===== config.mk =====
export PLATFORM = sky130hd
export DESIGN_NAME = coalescing_command_queue_ttl
export DESIGN_NICKNAME = d
export VERILOG_FILES = /design/src/design/ccq_pkg.sv /design/src/design/ccq_ctrl.sv /design/src/design/ccq_dp.sv /design/src/design/coalescing_command_queue_ttl.sv
export VERILOG_INCLUDE_DIRS = /design/src /design/src/design
export SDC_FILE = /design/constraint.sdc
export NUM_CORES = 2
export LEC_CHECK = 0
export BUFFER_PORTS_ARGS = -buffer_cell sky130_fd_sc_hd__buf_2
export CAP_MARGIN = 20
export CORE_ASPECT_RATIO = 0.5
export CORE_UTILIZATION = 55
export CTS_BUF_LIST = sky130_fd_sc_hd__clkbuf_8
export CTS_CLUSTER_SIZE = 10
export DETAILED_ROUTE_END_ITERATION = 8
export GPL_ROUTABILITY_DRIVEN = 0
export GPL_TIMING_DRIVEN = 0
export PLACE_DENSITY = 0.79
export RECOVER_POWER = 25
export SETUP_SLACK_MARGIN = 0.5
export SYNTH_ARGS = -nofsm -noshare
export SYNTH_HDL_FRONTEND = slang
export SYNTH_SLANG_ARGS = --single-unit

===== constraint.sdc =====
create_clock -name clk -period 13 [get_ports clk]
set_input_delay 2.6 -clock clk [delete_from_list [all_inputs] [get_ports clk]]
set_output_delay 2.6 -clock clk [all_outputs]
set_load 0.005 [all_outputs]

===== src/design/assert_macros.svh =====
// Assertion macros used by the queue datapath.
`ifndef ASSERT_MACROS_SVH
`define ASSERT_MACROS_SVH

// The consequent must hold in the same cycle as the antecedent.
`define ASSERT_IMPLIES(label, clk, rst_n, ante, cons) \
    label: assert property (@(posedge clk) disable iff (!rst_n) (ante) |-> (cons)) \
        else $error("assertion failed: implication");

// The consequent must hold in the cycle after the antecedent.
`define ASSERT_NEXT(label, clk, rst_n, ante, cons) \
    label: assert property (@(posedge clk) disable iff (!rst_n) (ante) |=> (cons)) \
        else $error("assertion failed: next-cycle implication");

// The expression must hold at every clock edge out of reset.
`define ASSERT_ALWAYS(label, clk, rst_n, expr) \
    label: assert property (@(posedge clk) disable iff (!rst_n) (expr)) \
        else $error("assertion failed: invariant");

`endif


===== src/design/ccq_pkg.sv =====
// Types, codes and reset constants of the coalescing command queue.
`default_nettype none

package ccq_pkg;

    // Input item kinds.
    localparam logic [1:0] KIND_RECEIVE   = 2'd0;
    localparam logic [1:0] KIND_EXTRACT   = 2'd1;
    localparam logic [1:0] KIND_SUBSCRIBE = 2'd2;

    // Configuration register indexes.
    localparam logic [1:0] CFG_RETAINED_WINDOW = 2'd0;
    localparam logic [1:0] CFG_TTL_LIMIT       = 2'd1;
    localparam logic [1:0] CFG_EPHEMERAL_MASK  = 2'd2;
    localparam logic [1:0] CFG_ID_START        = 2'd3;

    // Reset values of the configuration.
    localparam logic [31:0] RETAINED_WINDOW_RST = 32'd10000;
    localparam logic [31:0] TTL_LIMIT_RST       = 32'd1800000;
    localparam logic [31:0] EPHEMERAL_MASK_RST  = 32'd127;
    localparam logic [31:0] ID_START_RST        = 32'd1;
    localparam int          ID_START_W          = 13;

    // Result status codes.
    typedef enum logic [3:0] {
        ST_QUEUED     = 4'd0,
        ST_UPDATED    = 4'd1,
        ST_EMPTY      = 4'd2,
        ST_RESIDUE    = 4'd3,
        ST_FULL       = 4'd4,
        ST_DELIVERED  = 4'd5,
        ST_EXPIRED    = 4'd6,
        ST_NOTHING    = 4'd7,
        ST_SUBSCRIBED = 4'd8
    } ccq_status_t;

    // One input beat.
    typedef struct packed {
        logic [1:0]  kind;
        logic [31:0] now;
        logic [4:0]  opcode;
        logic [63:0] arg_bytes;
        logic [7:0]  payload_len;
    } ccq_item_t;

    // One result beat.
    typedef struct packed {
        logic [3:0]  status;
        logic [4:0]  out_opcode;
        logic [63:0] out_args;
        logic [3:0]  out_arg_count;
        logic [31:0] delivery_id;
        logic [3:0]  pending_count;
        logic        clear_retained;
        logic        last;
    } ccq_result_t;

    // One queue entry as kept in the entry memory.
    typedef struct packed {
        logic [4:0]  opcode;
        logic [63:0] args;
        logic [3:0]  arg_count;
        logic [31:0] stamp;
    } ccq_entry_t;

    // Commands from the controller to the datapath.
    typedef struct packed {
        logic        capture;
        logic        scan_start;
        logic        scan_next;
        logic        write_match;
        logic        append;
        logic        pop;
        logic        bump_id;
        logic        set_sub;
        logic        emit;
        ccq_status_t res_status;
        logic        res_last;
    } ccq_cmd_t;

    // Status from the datapath to the controller.
    typedef struct packed {
        logic [1:0] kind;
        logic       empty_payload;
        logic       residue;
        logic       queue_empty;
        logic       queue_full;
        logic       match;
        logic       scan_last;
        logic       expired;
        logic       pop_empties;
        logic       out_free;
    } ccq_stat_t;

endpackage

`default_nettype wire


===== src/design/ccq_ctrl.sv =====
// Controller state machine of the coalescing command queue.
`default_nettype none

module ccq_ctrl (
    input  logic                clk,
    input  logic                rst_n,
    input  logic                cmd_valid,
    output logic                cmd_stall,
    input  ccq_pkg::ccq_stat_t  dp_stat,
    output ccq_pkg::ccq_cmd_t   dp_cmd
);
    import ccq_pkg::*;

    typedef enum logic [4:0] {
        S_IDLE    = 5'b00001,
        S_DECIDE  = 5'b00010,
        S_READ    = 5'b00100,
        S_CHECK   = 5'b01000,
        S_NOTHING = 5'b10000
    } ccq_state_t;

    ccq_state_t state_reg;
    ccq_state_t state_next;

    // An item is taken only while nothing is in progress.
    assign cmd_stall = (state_reg != S_IDLE);

    // Next state and command decode.
    always_comb
    begin
        state_next = state_reg;
        dp_cmd     = '0;
        case (state_reg)
            S_IDLE:
            begin
                if (cmd_valid)
                begin
                    dp_cmd.capture = 1'b1;
                    state_next     = S_DECIDE;
                end
            end
            S_DECIDE:
            begin
                case (dp_stat.kind)
                    KIND_RECEIVE:
                    begin
                        if (dp_stat.empty_payload || dp_stat.residue
                            || dp_stat.queue_empty)
                        begin
                            if (dp_stat.out_free)
                            begin
                                dp_cmd.emit     = 1'b1;
                                dp_cmd.res_last = 1'b1;
                                if (dp_stat.empty_payload)
                                begin
                                    dp_cmd.res_status = ST_EMPTY;
                                end
                                else if (dp_stat.residue)
                                begin
                                    dp_cmd.res_status = ST_RESIDUE;
                                end
                                else
                                begin
                                    dp_cmd.res_status = ST_QUEUED;
                                    dp_cmd.append     = 1'b1;
                                end
                                state_next = S_IDLE;
                            end
                        end
                        else
                        begin
                            dp_cmd.scan_start = 1'b1;
                            state_next        = S_READ;
                        end
                    end
                    KIND_EXTRACT:
                    begin
                        if (dp_stat.queue_empty)
                        begin
                            state_next = S_NOTHING;
                        end
                        else
                        begin
                            dp_cmd.scan_start = 1'b1;
                            state_next        = S_READ;
                        end
                    end
                    KIND_SUBSCRIBE:
                    begin
                        if (dp_stat.out_free)
                        begin
                            dp_cmd.set_sub    = 1'b1;
                            dp_cmd.emit       = 1'b1;
                            dp_cmd.res_last   = 1'b1;
                            dp_cmd.res_status = ST_SUBSCRIBED;
                            state_next        = S_IDLE;
                        end
                    end
                    default:
                    begin
                        state_next = S_NOTHING;
                    end
                endcase
            end
            S_READ:
            begin
                // The entry memory returns the addressed entry in the next cycle.
                state_next = S_CHECK;
            end
            S_CHECK:
            begin
                if (dp_stat.kind == KIND_EXTRACT)
                begin
                    if (dp_stat.out_free)
                    begin
                        dp_cmd.pop  = 1'b1;
                        dp_cmd.emit = 1'b1;
                        if (dp_stat.expired)
                        begin
                            dp_cmd.res_status = ST_EXPIRED;
                            state_next = dp_stat.pop_empties ? S_NOTHING : S_READ;
                        end
                        else
                        begin
                            dp_cmd.res_status = ST_DELIVERED;
                            dp_cmd.res_last   = 1'b1;
                            dp_cmd.bump_id    = 1'b1;
                            state_next        = S_IDLE;
                        end
                    end
                end
                else if (dp_stat.match || dp_stat.scan_last)
                begin
                    if (dp_stat.out_free)
                    begin
                        dp_cmd.emit     = 1'b1;
                        dp_cmd.res_last = 1'b1;
                        if (dp_stat.match)
                        begin
                            dp_cmd.write_match = 1'b1;
                            dp_cmd.res_status  = ST_UPDATED;
                        end
                        else if (dp_stat.queue_full)
                        begin
                            dp_cmd.res_status = ST_FULL;
                        end
                        else
                        begin
                            dp_cmd.append     = 1'b1;
                            dp_cmd.res_status = ST_QUEUED;
                        end
                        state_next = S_IDLE;
                    end
                end
                else
                begin
                    dp_cmd.scan_next = 1'b1;
                    state_next       = S_READ;
                end
            end
            S_NOTHING:
            begin
                if (dp_stat.out_free)
                begin
                    dp_cmd.emit       = 1'b1;
                    dp_cmd.res_last   = 1'b1;
                    dp_cmd.res_status = ST_NOTHING;
                    state_next        = S_IDLE;
                end
            end
            default:
            begin
                state_next = S_IDLE;
            end
        endcase
    end

    // State register.
    always_ff @(posedge clk or negedge rst_n)
    begin
        if (!rst_n)
        begin
            state_reg <= S_IDLE;
        end
        else
        begin
            state_reg <= state_next;
        end
    end

endmodule

`default_nettype wire


===== src/design/ccq_dp.sv =====
// Datapath of the coalescing command queue: entry memory, pointers and result register.
`default_nettype none
`include "assert_macros.svh"

module ccq_dp #(
    parameter int QUEUE_DEPTH = 8,
    parameter int ARG_BYTES   = 8
) (
    input  logic                 clk,
    input  logic                 rst_n,
    input  ccq_pkg::ccq_item_t   cmd,
    input  logic                 cfg_we,
    input  logic [1:0]           cfg_index,
    input  logic [31:0]          cfg_data,
    input  ccq_pkg::ccq_cmd_t    dp_cmd,
    output ccq_pkg::ccq_stat_t   dp_stat,
    output logic                 rsp_valid,
    input  logic                 rsp_stall,
    output ccq_pkg::ccq_result_t rsp
);
    import ccq_pkg::*;

    localparam int PTR_W = (QUEUE_DEPTH > 1) ? $clog2(QUEUE_DEPTH) : 1;
    localparam int CNT_W = $clog2(QUEUE_DEPTH + 1);

    // Captured item and configuration.
    ccq_item_t   item_reg;
    logic [31:0] retained_window_reg;
    logic [31:0] ttl_limit_reg;
    logic [31:0] eph_mask_reg;
    logic [31:0] next_id_reg;
    logic [31:0] sub_time_reg;

    // Queue pointers and scan state.
    logic [PTR_W-1:0] head_reg;
    logic [PTR_W-1:0] tail_reg;
    logic [PTR_W-1:0] ptr_reg;
    logic [CNT_W-1:0] count_reg;
    logic [CNT_W-1:0] scan_left_reg;

    // Entry memory with registered read.
    ccq_entry_t entry_mem [QUEUE_DEPTH];
    ccq_entry_t rd_entry_reg;

    // Result register.
    ccq_result_t res_reg;
    logic        res_valid_reg;
    ccq_result_t res_next;
    logic        res_valid_next;

    logic [PTR_W-1:0] head_adv;
    logic [PTR_W-1:0] tail_adv;
    logic [PTR_W-1:0] ptr_adv;
    logic [CNT_W-1:0] count_after;
    logic [CNT_W+3:0] count_ext;
    logic [3:0]       keep_count;
    logic [63:0]      masked_args;
    ccq_entry_t       wr_entry;
    logic [PTR_W-1:0] wr_addr;
    logic             wr_en;
    logic [31:0]      since_sub;
    logic [31:0]      entry_age;
    logic             out_free;

    // Circular pointer advance.
    assign head_adv = (head_reg == PTR_W'(QUEUE_DEPTH - 1)) ? '0 : head_reg + 1'b1;
    assign tail_adv = (tail_reg == PTR_W'(QUEUE_DEPTH - 1)) ? '0 : tail_reg + 1'b1;
    assign ptr_adv  = (ptr_reg == PTR_W'(QUEUE_DEPTH - 1)) ? '0 : ptr_reg + 1'b1;

    // Stored byte count and argument bytes above it cleared.
    always_comb
    begin
        keep_count = (item_reg.payload_len < 8'(ARG_BYTES))
                   ? item_reg.payload_len[3:0] : 4'(ARG_BYTES);
        for (int b = 0; b < 8; b++)
        begin
            masked_args[8*b +: 8] = (4'(b) < keep_count) ? item_reg.arg_bytes[8*b +: 8]
                                                         : 8'h00;
        end
    end

    assign wr_entry.opcode    = item_reg.opcode;
    assign wr_entry.args      = masked_args;
    assign wr_entry.arg_count = keep_count;
    assign wr_entry.stamp     = item_reg.now;
    assign wr_en   = dp_cmd.write_match || dp_cmd.append;
    assign wr_addr = dp_cmd.append ? tail_reg : ptr_reg;

    // Age checks, all modulo 2^32.
    assign since_sub = item_reg.now - sub_time_reg;
    assign entry_age = item_reg.now - rd_entry_reg.stamp;

    assign out_free = !res_valid_reg || !rsp_stall;

    // Status toward the controller.
    assign dp_stat.kind          = item_reg.kind;
    assign dp_stat.empty_payload = (item_reg.payload_len == 8'd0);
    assign dp_stat.residue       = eph_mask_reg[item_reg.opcode]
                                   && (since_sub < retained_window_reg);
    assign dp_stat.queue_empty   = (count_reg == '0);
    assign dp_stat.queue_full    = (count_reg == CNT_W'(QUEUE_DEPTH));
    assign dp_stat.match         = (rd_entry_reg.opcode == item_reg.opcode);
    assign dp_stat.scan_last     = (scan_left_reg == CNT_W'(1));
    assign dp_stat.expired       = eph_mask_reg[rd_entry_reg.opcode]
                                   && (entry_age > ttl_limit_reg);
    assign dp_stat.pop_empties   = (count_reg == CNT_W'(1));
    assign dp_stat.out_free      = out_free;

    // Entry count once this cycle's command has taken effect.
    always_comb
    begin
        if (dp_cmd.append)
        begin
            count_after = count_reg + 1'b1;
        end
        else if (dp_cmd.pop)
        begin
            count_after = count_reg - 1'b1;
        end
        else
        begin
            count_after = count_reg;
        end
    end
    assign count_ext = {4'd0, count_after};

    // Result fields by status.
    always_comb
    begin
        res_next               = '0;
        res_next.status        = 4'(dp_cmd.res_status);
        res_next.last          = dp_cmd.res_last;
        res_next.pending_count = count_ext[3:0];
        case (dp_cmd.res_status)
            ST_QUEUED, ST_UPDATED, ST_EMPTY, ST_FULL:
            begin
                res_next.out_opcode = item_reg.opcode;
            end
            ST_RESIDUE:
            begin
                res_next.out_opcode     = item_reg.opcode;
                res_next.clear_retained = 1'b1;
            end
            ST_DELIVERED:
            begin
                res_next.out_opcode     = rd_entry_reg.opcode;
                res_next.out_args       = rd_entry_reg.args;
                res_next.out_arg_count  = rd_entry_reg.arg_count;
                res_next.delivery_id    = next_id_reg;
                res_next.clear_retained = 1'b1;
            end
            ST_EXPIRED:
            begin
                res_next.out_opcode     = rd_entry_reg.opcode;
                res_next.out_args       = rd_entry_reg.args;
                res_next.out_arg_count  = rd_entry_reg.arg_count;
                res_next.clear_retained = 1'b1;
            end
            default:
            begin
                res_next.out_opcode = 5'd0;
            end
        endcase
    end

    always_comb
    begin
        if (dp_cmd.emit)
        begin
            res_valid_next = 1'b1;
        end
        else
        begin
            res_valid_next = res_valid_reg && rsp_stall;
        end
    end

    // Control registers: configuration, pointers, counters, result valid.
    always_ff @(posedge clk or negedge rst_n)
    begin
        if (!rst_n)
        begin
            retained_window_reg <= RETAINED_WINDOW_RST;
            ttl_limit_reg       <= TTL_LIMIT_RST;
            eph_mask_reg        <= EPHEMERAL_MASK_RST;
            next_id_reg         <= ID_START_RST;
            sub_time_reg        <= '0;
            head_reg            <= '0;
            tail_reg            <= '0;
            ptr_reg             <= '0;
            count_reg           <= '0;
            scan_left_reg       <= '0;
            res_valid_reg       <= 1'b0;
        end
        else
        begin
            if (cfg_we)
            begin
                case (cfg_index)
                    CFG_RETAINED_WINDOW: retained_window_reg <= cfg_data;
                    CFG_TTL_LIMIT:       ttl_limit_reg       <= cfg_data;
                    CFG_EPHEMERAL_MASK:  eph_mask_reg        <= cfg_data;
                    CFG_ID_START:
                        next_id_reg <= {{(32 - ID_START_W){1'b0}}, cfg_data[ID_START_W-1:0]};
                    default:             eph_mask_reg        <= eph_mask_reg;
                endcase
            end
            else if (dp_cmd.bump_id)
            begin
                next_id_reg <= next_id_reg + 32'd1;
            end
            if (dp_cmd.set_sub)
            begin
                sub_time_reg <= item_reg.now;
            end
            if (dp_cmd.scan_start)
            begin
                ptr_reg       <= head_reg;
                scan_left_reg <= count_reg;
            end
            else if (dp_cmd.scan_next || dp_cmd.pop)
            begin
                ptr_reg       <= ptr_adv;
                scan_left_reg <= scan_left_reg - 1'b1;
            end
            if (dp_cmd.append)
            begin
                tail_reg <= tail_adv;
            end
            if (dp_cmd.pop)
            begin
                head_reg <= head_adv;
            end
            count_reg     <= count_after;
            res_valid_reg <= res_valid_next;
        end
    end

    // Payload registers and the entry memory.
    always_ff @(posedge clk)
    begin
        if (dp_cmd.capture)
        begin
            item_reg <= cmd;
        end
        if (dp_cmd.emit)
        begin
            res_reg <= res_next;
        end
        if (wr_en)
        begin
            entry_mem[wr_addr] <= wr_entry;
        end
        rd_entry_reg <= entry_mem[ptr_reg];
    end

    assign rsp_valid = res_valid_reg;
    assign rsp       = res_reg;

    `ASSERT_ALWAYS(a_count_bound, clk, rst_n, count_reg <= CNT_W'(QUEUE_DEPTH))
    `ASSERT_IMPLIES(a_append_not_full, clk, rst_n, dp_cmd.append, count_reg != CNT_W'(QUEUE_DEPTH))
    `ASSERT_IMPLIES(a_pop_not_empty, clk, rst_n, dp_cmd.pop, count_reg != '0)
    `ASSERT_NEXT(a_emit_held, clk, rst_n, dp_cmd.emit && rsp_stall, rsp_valid)

endmodule

`default_nettype wire


===== src/design/coalescing_command_queue_ttl.sv =====
// Top level of the coalescing command queue with residue filtering and expiry.
//
// Input channel cmd/cmd_valid/cmd_stall carries one beat per command: receive,
// extract or subscription. Results leave on rsp/rsp_valid/rsp_stall; every item
// gives one or more result beats and the final one has last set.
// Configuration is written through cfg_we/cfg_index/cfg_data; the user must do so
// only while the queue is idle, which the block does not enforce. Writing id_start
// also reloads the delivery id counter. An item is taken in the idle state and is
// decided in the next cycle. Empty, residue and subscription items, and a receive
// into an empty queue, give their result from the decide state once the output
// register is free; an unknown kind passes through a nothing state first. A receive
// that searches the queue visits each entry with a registered read of the entry
// memory followed by a compare, and an extract pops entries the same way after the
// decide state, with a closing nothing result when the queue runs empty. One item
// is handled at a time; the next is taken as soon as the last result is loaded
// into the output register. When the receiver stalls, the result register holds
// its beat and the queue waits before producing another result. Reset empties the
// queue, loads the configuration defaults and sets the delivery id to its start
// value.
`default_nettype none

module coalescing_command_queue_ttl #(
    parameter int QUEUE_DEPTH = 8,
    parameter int ARG_BYTES   = 8
) (
    input  logic                 clk,
    input  logic                 rst_n,
    input  logic                 cmd_valid,
    output logic                 cmd_stall,
    input  ccq_pkg::ccq_item_t   cmd,
    output logic                 rsp_valid,
    input  logic                 rsp_stall,
    output ccq_pkg::ccq_result_t rsp,
    input  logic                 cfg_we,
    input  logic [1:0]           cfg_index,
    input  logic [31:0]          cfg_data
);
    import ccq_pkg::*;

    ccq_cmd_t  dp_cmd;
    ccq_stat_t dp_stat;

    // Sequencing of each item.
    ccq_ctrl u_ctrl (
        .clk       (clk),
        .rst_n     (rst_n),
        .cmd_valid (cmd_valid),
        .cmd_stall (cmd_stall),
        .dp_stat   (dp_stat),
        .dp_cmd    (dp_cmd)
    );

    // Storage, checks and result formation.
    ccq_dp #(
        .QUEUE_DEPTH (QUEUE_DEPTH),
        .ARG_BYTES   (ARG_BYTES)
    ) u_dp (
        .clk       (clk),
        .rst_n     (rst_n),
        .cmd       (cmd),
        .cfg_we    (cfg_we),
        .cfg_index (cfg_index),
        .cfg_data  (cfg_data),
        .dp_cmd    (dp_cmd),
        .dp_stat   (dp_stat),
        .rsp_valid (rsp_valid),
        .rsp_stall (rsp_stall),
        .rsp       (rsp)
    );

endmodule

`default_nettype wire


==> impl.org <==
** Status
- Status :: finished with violations
- Violated checks :: capacitance limit, slew limit

** Logic synthesis
- In the synthesized netlist the dominant register cell turns out to be sky130_fd_sc_hd__edfxtp_1.
- The synthesized netlist devotes 4.25% of its cell area to compound gates.
- Main combinational cell family by area after synthesis :: multiplexers
- Number of warning messages in the yosys log :: 0
- Of all flip-flops after synthesis, the portion carrying an async set or reset was 13.5%.
- Number of enable-type register cells in the synthesized netlist :: 1066
- Synthesis produced a netlist whose cell count is 3435.
- Share of synthesized cell area in and, or, nand and nor gates :: 7.67%
- Of the post-synthesis cell area, the dominant cell type holds 58.4%.
- In this run the cell area of the synthesized design comes to 54800 sq um.
- The portion of synthesized area spent on multiplexers is 10.9%.
- Counting flops and latches in the post-synthesis netlist gives 1354.
- Yosys mapped the design onto 78 distinct sky130hd cell types.
- sky130_fd_sc_hd__edfxtp_1 takes more of the synthesized area than any other cell.
- Area contributors post-synth :: sky130_fd_sc_hd__edfxtp_1, sky130_fd_sc_hd__mux4_2, sky130_fd_sc_hd__dfrtp_1
- The number of nets in the synthesized netlist is 3724.
- Average instance area after synthesis :: 16.0 sq um
- After Yosys synthesis, full adders, half adders and majority gates account for 3.20% of the synthesized area.
- Synthesized-area fraction occupied by xor and xnor cells :: 1.29%
- Sequential area share after synthesis :: 70.6%

** Finish
- Ratio of cells with drive above 1 in the final layout :: 21.9%
- The library cell used most frequently in the layout, excluding fill and tap cells, is sky130_fd_sc_hd__edfxtp_1.
- Compared with the post-synthesis result, the final layout area differs by 13.8%.
- Flip-flop count of the largest register, all copies and words added :: 840
- Commonest cells after routing, fill and taps aside :: sky130_fd_sc_hd__edfxtp_1, sky130_fd_sc_hd__nand2_1, sky130_fd_sc_hd__buf_2
- Non-Filler Cell Area, Final :: 62400 sq um
- Post-route insts no fill :: 5417
- In the final design database the tool counted 4217 nets.

** CTS
- Clock tree synthesis inserted a total of 181 buffers.
- # Post-CTS Setup Buffers :: 0
- TritonCTS clock tree :: built
- After clock tree synthesis, the clock-pin slew on the worst setup and hold paths is 0.07 ns.
- After clock tree synthesis, the repair step resized 0 gates.
- CTS max path bufs :: 3
- Number of sinks handled by clock tree synthesis :: 1354
- The H-tree was split into 4 levels.
- At the later pin of the worst-skew pair, clock insertion delay measures 0.90 ns.
- The tree is rooted in a sky130_fd_sc_hd__clkbuf_8.
- Hold buffers post-CTS :: 0

** Pwr
- In this run the power density over the cells is 205 nW/um^2.
- Worst ir drop on vdd :: 0.138 mV
- Clk pwr share :: 24.9%
- Internal Pwr Total :: 8.56 mW
- In this run the power spent charging and discharging nets is 4.20 mW.
- Comb pwr share :: 31.8%
- Sequential cells burn 43.3% of the power.
- In this run the static leakage power is 23.1 nW.
- Net switching is 32.9% of the power.

** Hold path
- The startpoint identified for the worst hold timing path is u_dp.rd_entry_reg[53].
- Class of the tightest hold or removal check :: flip-flop to flip-flop

** Critical path
- Top Family by Delay on Critical Path :: compound AO/OA/AOI/OAI gates
- Library cell contributing the largest single delay on the critical path :: sky130_fd_sc_hd__nor2b_4
- STA classifies the critical path startpoint as a flip-flop.
- STA classifies the critical path endpoint as a flip-flop.
- At the worst endpoint, the required time is 13.58 ns.
- The worst register-to-register path begins at u_dp.item_reg[77].
- STA puts the critical path data arrival time at 9.38 ns.
- Maximum fanout along the worst path :: 26
- Counting both buffers and inverters, the worst setup path holds a total of 5.
- Slowest cell delay on critical path :: 0.83 ns
- Critical setup path kind :: flip-flop to flip-flop
- Crit path from :: u_dp.item_reg[77]

** STA
- Highest Clock Rate :: 114 MHz
- Final Slew Violations :: 146
- On the final layout, the worst clock skew is 0.0410 ns.
- Hold is met by 0.502 ns.
- Setup violations remaining at the end of the flow were counted as 0.
- For the pin with the worst max-slew slack, the measured transition is 5.09 ns.
- Max transition margin :: -239%
- The routed design could run at a clock period as short as 8.80 ns.
- After layout, the worst path uses 67.7% of the clock period.
- Setup repair after global routing left no endpoint under its margin.
- The count of endpoints failing hold in the final timing report was 0.

** Placed design
- Once detailed placement completed, the half-perimeter wirelength came to 83400 um.
- IO Port Bufs :: 265
- Number of placed instances with taps included :: 5067
- The placed instances occupy a cell area of 58700 sq um.

** Die
- Standard-cell row count :: 81
- Measured along the y axis, the die boundary spans 225 um.
- Pin placement for this block handled 267 I/O pins.
- The die covers 101000 sq um.
- Effective utilization at floorplan :: 55.8%
- The total area inside the core boundary comes to 98200 sq um.
- Horizontal die dimension :: 448 um

** Global routing
- Pin count of the biggest net entering global routing :: 93
- Grt met3 use :: 4.94%
- Global routing consumed, on the met2 layer, 41.1% of the routing resources.
- For this run the aggregate overflow at the end of global routing stands at 0.
- Number of antenna violations at the first check in global routing :: 5
- Tot GR Track Use :: 25.1%
- Number of global-route vias before repair :: 31683
- In this run the most used layer during global routing was met2.
- First-pass GRT wire length :: 187000 um
- GRT met1 Usage :: 32.9%

** Drt
- DRC violation count after routing :: 0
- Remaining number of nets flagged by the antenna check after routing :: 0
- Average routed wire per standard cell :: 23.1 um
- Summed over all layers, the routed wires come to 125000 um.
- Count of TritonRoute iterations in the first routing pass :: 5
- DR vias/cell :: 5.78
- Total via count after detailed routing :: 31301
- For this block, the initial DRC count from the detailed router was 3236.

** Run
- Across the run, the number of max-cap violations was 2.
==> path summary, 6_finish.rpt <==
path	endpoint	slack, ns	depth (start not counted)
max in group asynchronous	u_dp.next_id_reg[4]	6.54	1
max	u_dp.entry_mem[0][27]	4.20	26
max reg2reg	u_dp.entry_mem[0][27]	4.20	26
min	u_dp.rsp[59]	0.50	1
min reg2reg	u_dp.rsp[59]	0.50	1
min in group asynchronous	u_dp.sub_time_reg[31]	3.55	1
==> area by class of cell <==
cell class                      count  area (sq um)
Antenna cell                        3          7.51
Clock inverter                    126           691
Inverter                          158           593
Multi-Input combinational cell   1791         15000
Clock buffer                      215          2960
Fill cell                        6628         35800
Buffer                            132           519
Sequential cell                  1354         38700
Tap cell                         1328          1660
Timing Repair Buffer              310          2190
==> routing by layer <==
| metal | wire [um] | share of wire (%) |
|---|---|---|
| met5 | 0 | 0 |
| met4 | 4640 | 3.7 |
| met3 | 9950 | 8.0 |
| met2 | 61600 | 49 |
| met1 | 48900 | 39 |
==> power groups by stage <==
stage / Sequential (mW) / Combinational [mW] / Clock, mW
finish: 5.53 / 4.05 / 3.18
global route: 5.56 / 4.47 / 3.41
CTS: 5.52 / 4.03 / 3.23
detailed placement: 5.61 / 4.01 / 0
global placement: 5.62 / 3.81 / 0
floorplan: 5.49 / 2.90 / 0
==> per-stage QoR <==
stage	total power [mW]	utilization, %	setup slack [ns]	TNS [ns]
2_1_floorplan	8.39	-	2.84	0
3_3_place_gp	9.43	58.9	-3.71	-1966.10
3_5_place_dp	9.62	59.8	4.42	0
4_1_cts	12.8	63.5	4.41	0
5_1_grt	13.4	63.5	3.93	0
6_report	12.8	63.5	4.20	0
==> synthesized netlist by cell type (8+ instances only) <==
cell type                     n
sky130_fd_sc_hd__dfstp_2     25
sky130_fd_sc_hd__and3_1      48
sky130_fd_sc_hd__dfrtp_1    158
sky130_fd_sc_hd__nand2_1    456
sky130_fd_sc_hd__a211oi_1     9
sky130_fd_sc_hd__nor2b_1     47
sky130_fd_sc_hd__mux4_2     228
sky130_fd_sc_hd__edfxtp_1  1066
sky130_fd_sc_hd__xnor2_1     62
sky130_fd_sc_hd__mux2i_1      8
sky130_fd_sc_hd__ha_1       137
sky130_fd_sc_hd__a21o_1      39
sky130_fd_sc_hd__nor3b_1      9
sky130_fd_sc_hd__dfxtp_1    105
sky130_fd_sc_hd__o21a_1      10
sky130_fd_sc_hd__inv_1      155
sky130_fd_sc_hd__a21oi_1    106
sky130_fd_sc_hd__clkbuf_1    89
sky130_fd_sc_hd__buf_1       34
sky130_fd_sc_hd__xor2_1      19
sky130_fd_sc_hd__nor2_1      95
sky130_fd_sc_hd__nand3b_1     8
sky130_fd_sc_hd__nand2b_1    10
sky130_fd_sc_hd__nor3_1      24
sky130_fd_sc_hd__o21bai_1    11
sky130_fd_sc_hd__mux2_2      68
sky130_fd_sc_hd__o21ai_0    123
sky130_fd_sc_hd__nor4_1       9
sky130_fd_sc_hd__nand4_1     13
sky130_fd_sc_hd__or3_1        9
sky130_fd_sc_hd__and2_1     100
sky130_fd_sc_hd__nand3_1     42
==> kinds of logic after synthesis <==
group	count (synthesis)
mux	304
buf+inv	290
simple gates	893
flops	1354
compound gates	374
xor+xnor	81
fa+ha+maj	139
(Power assumes the default switching activity.)
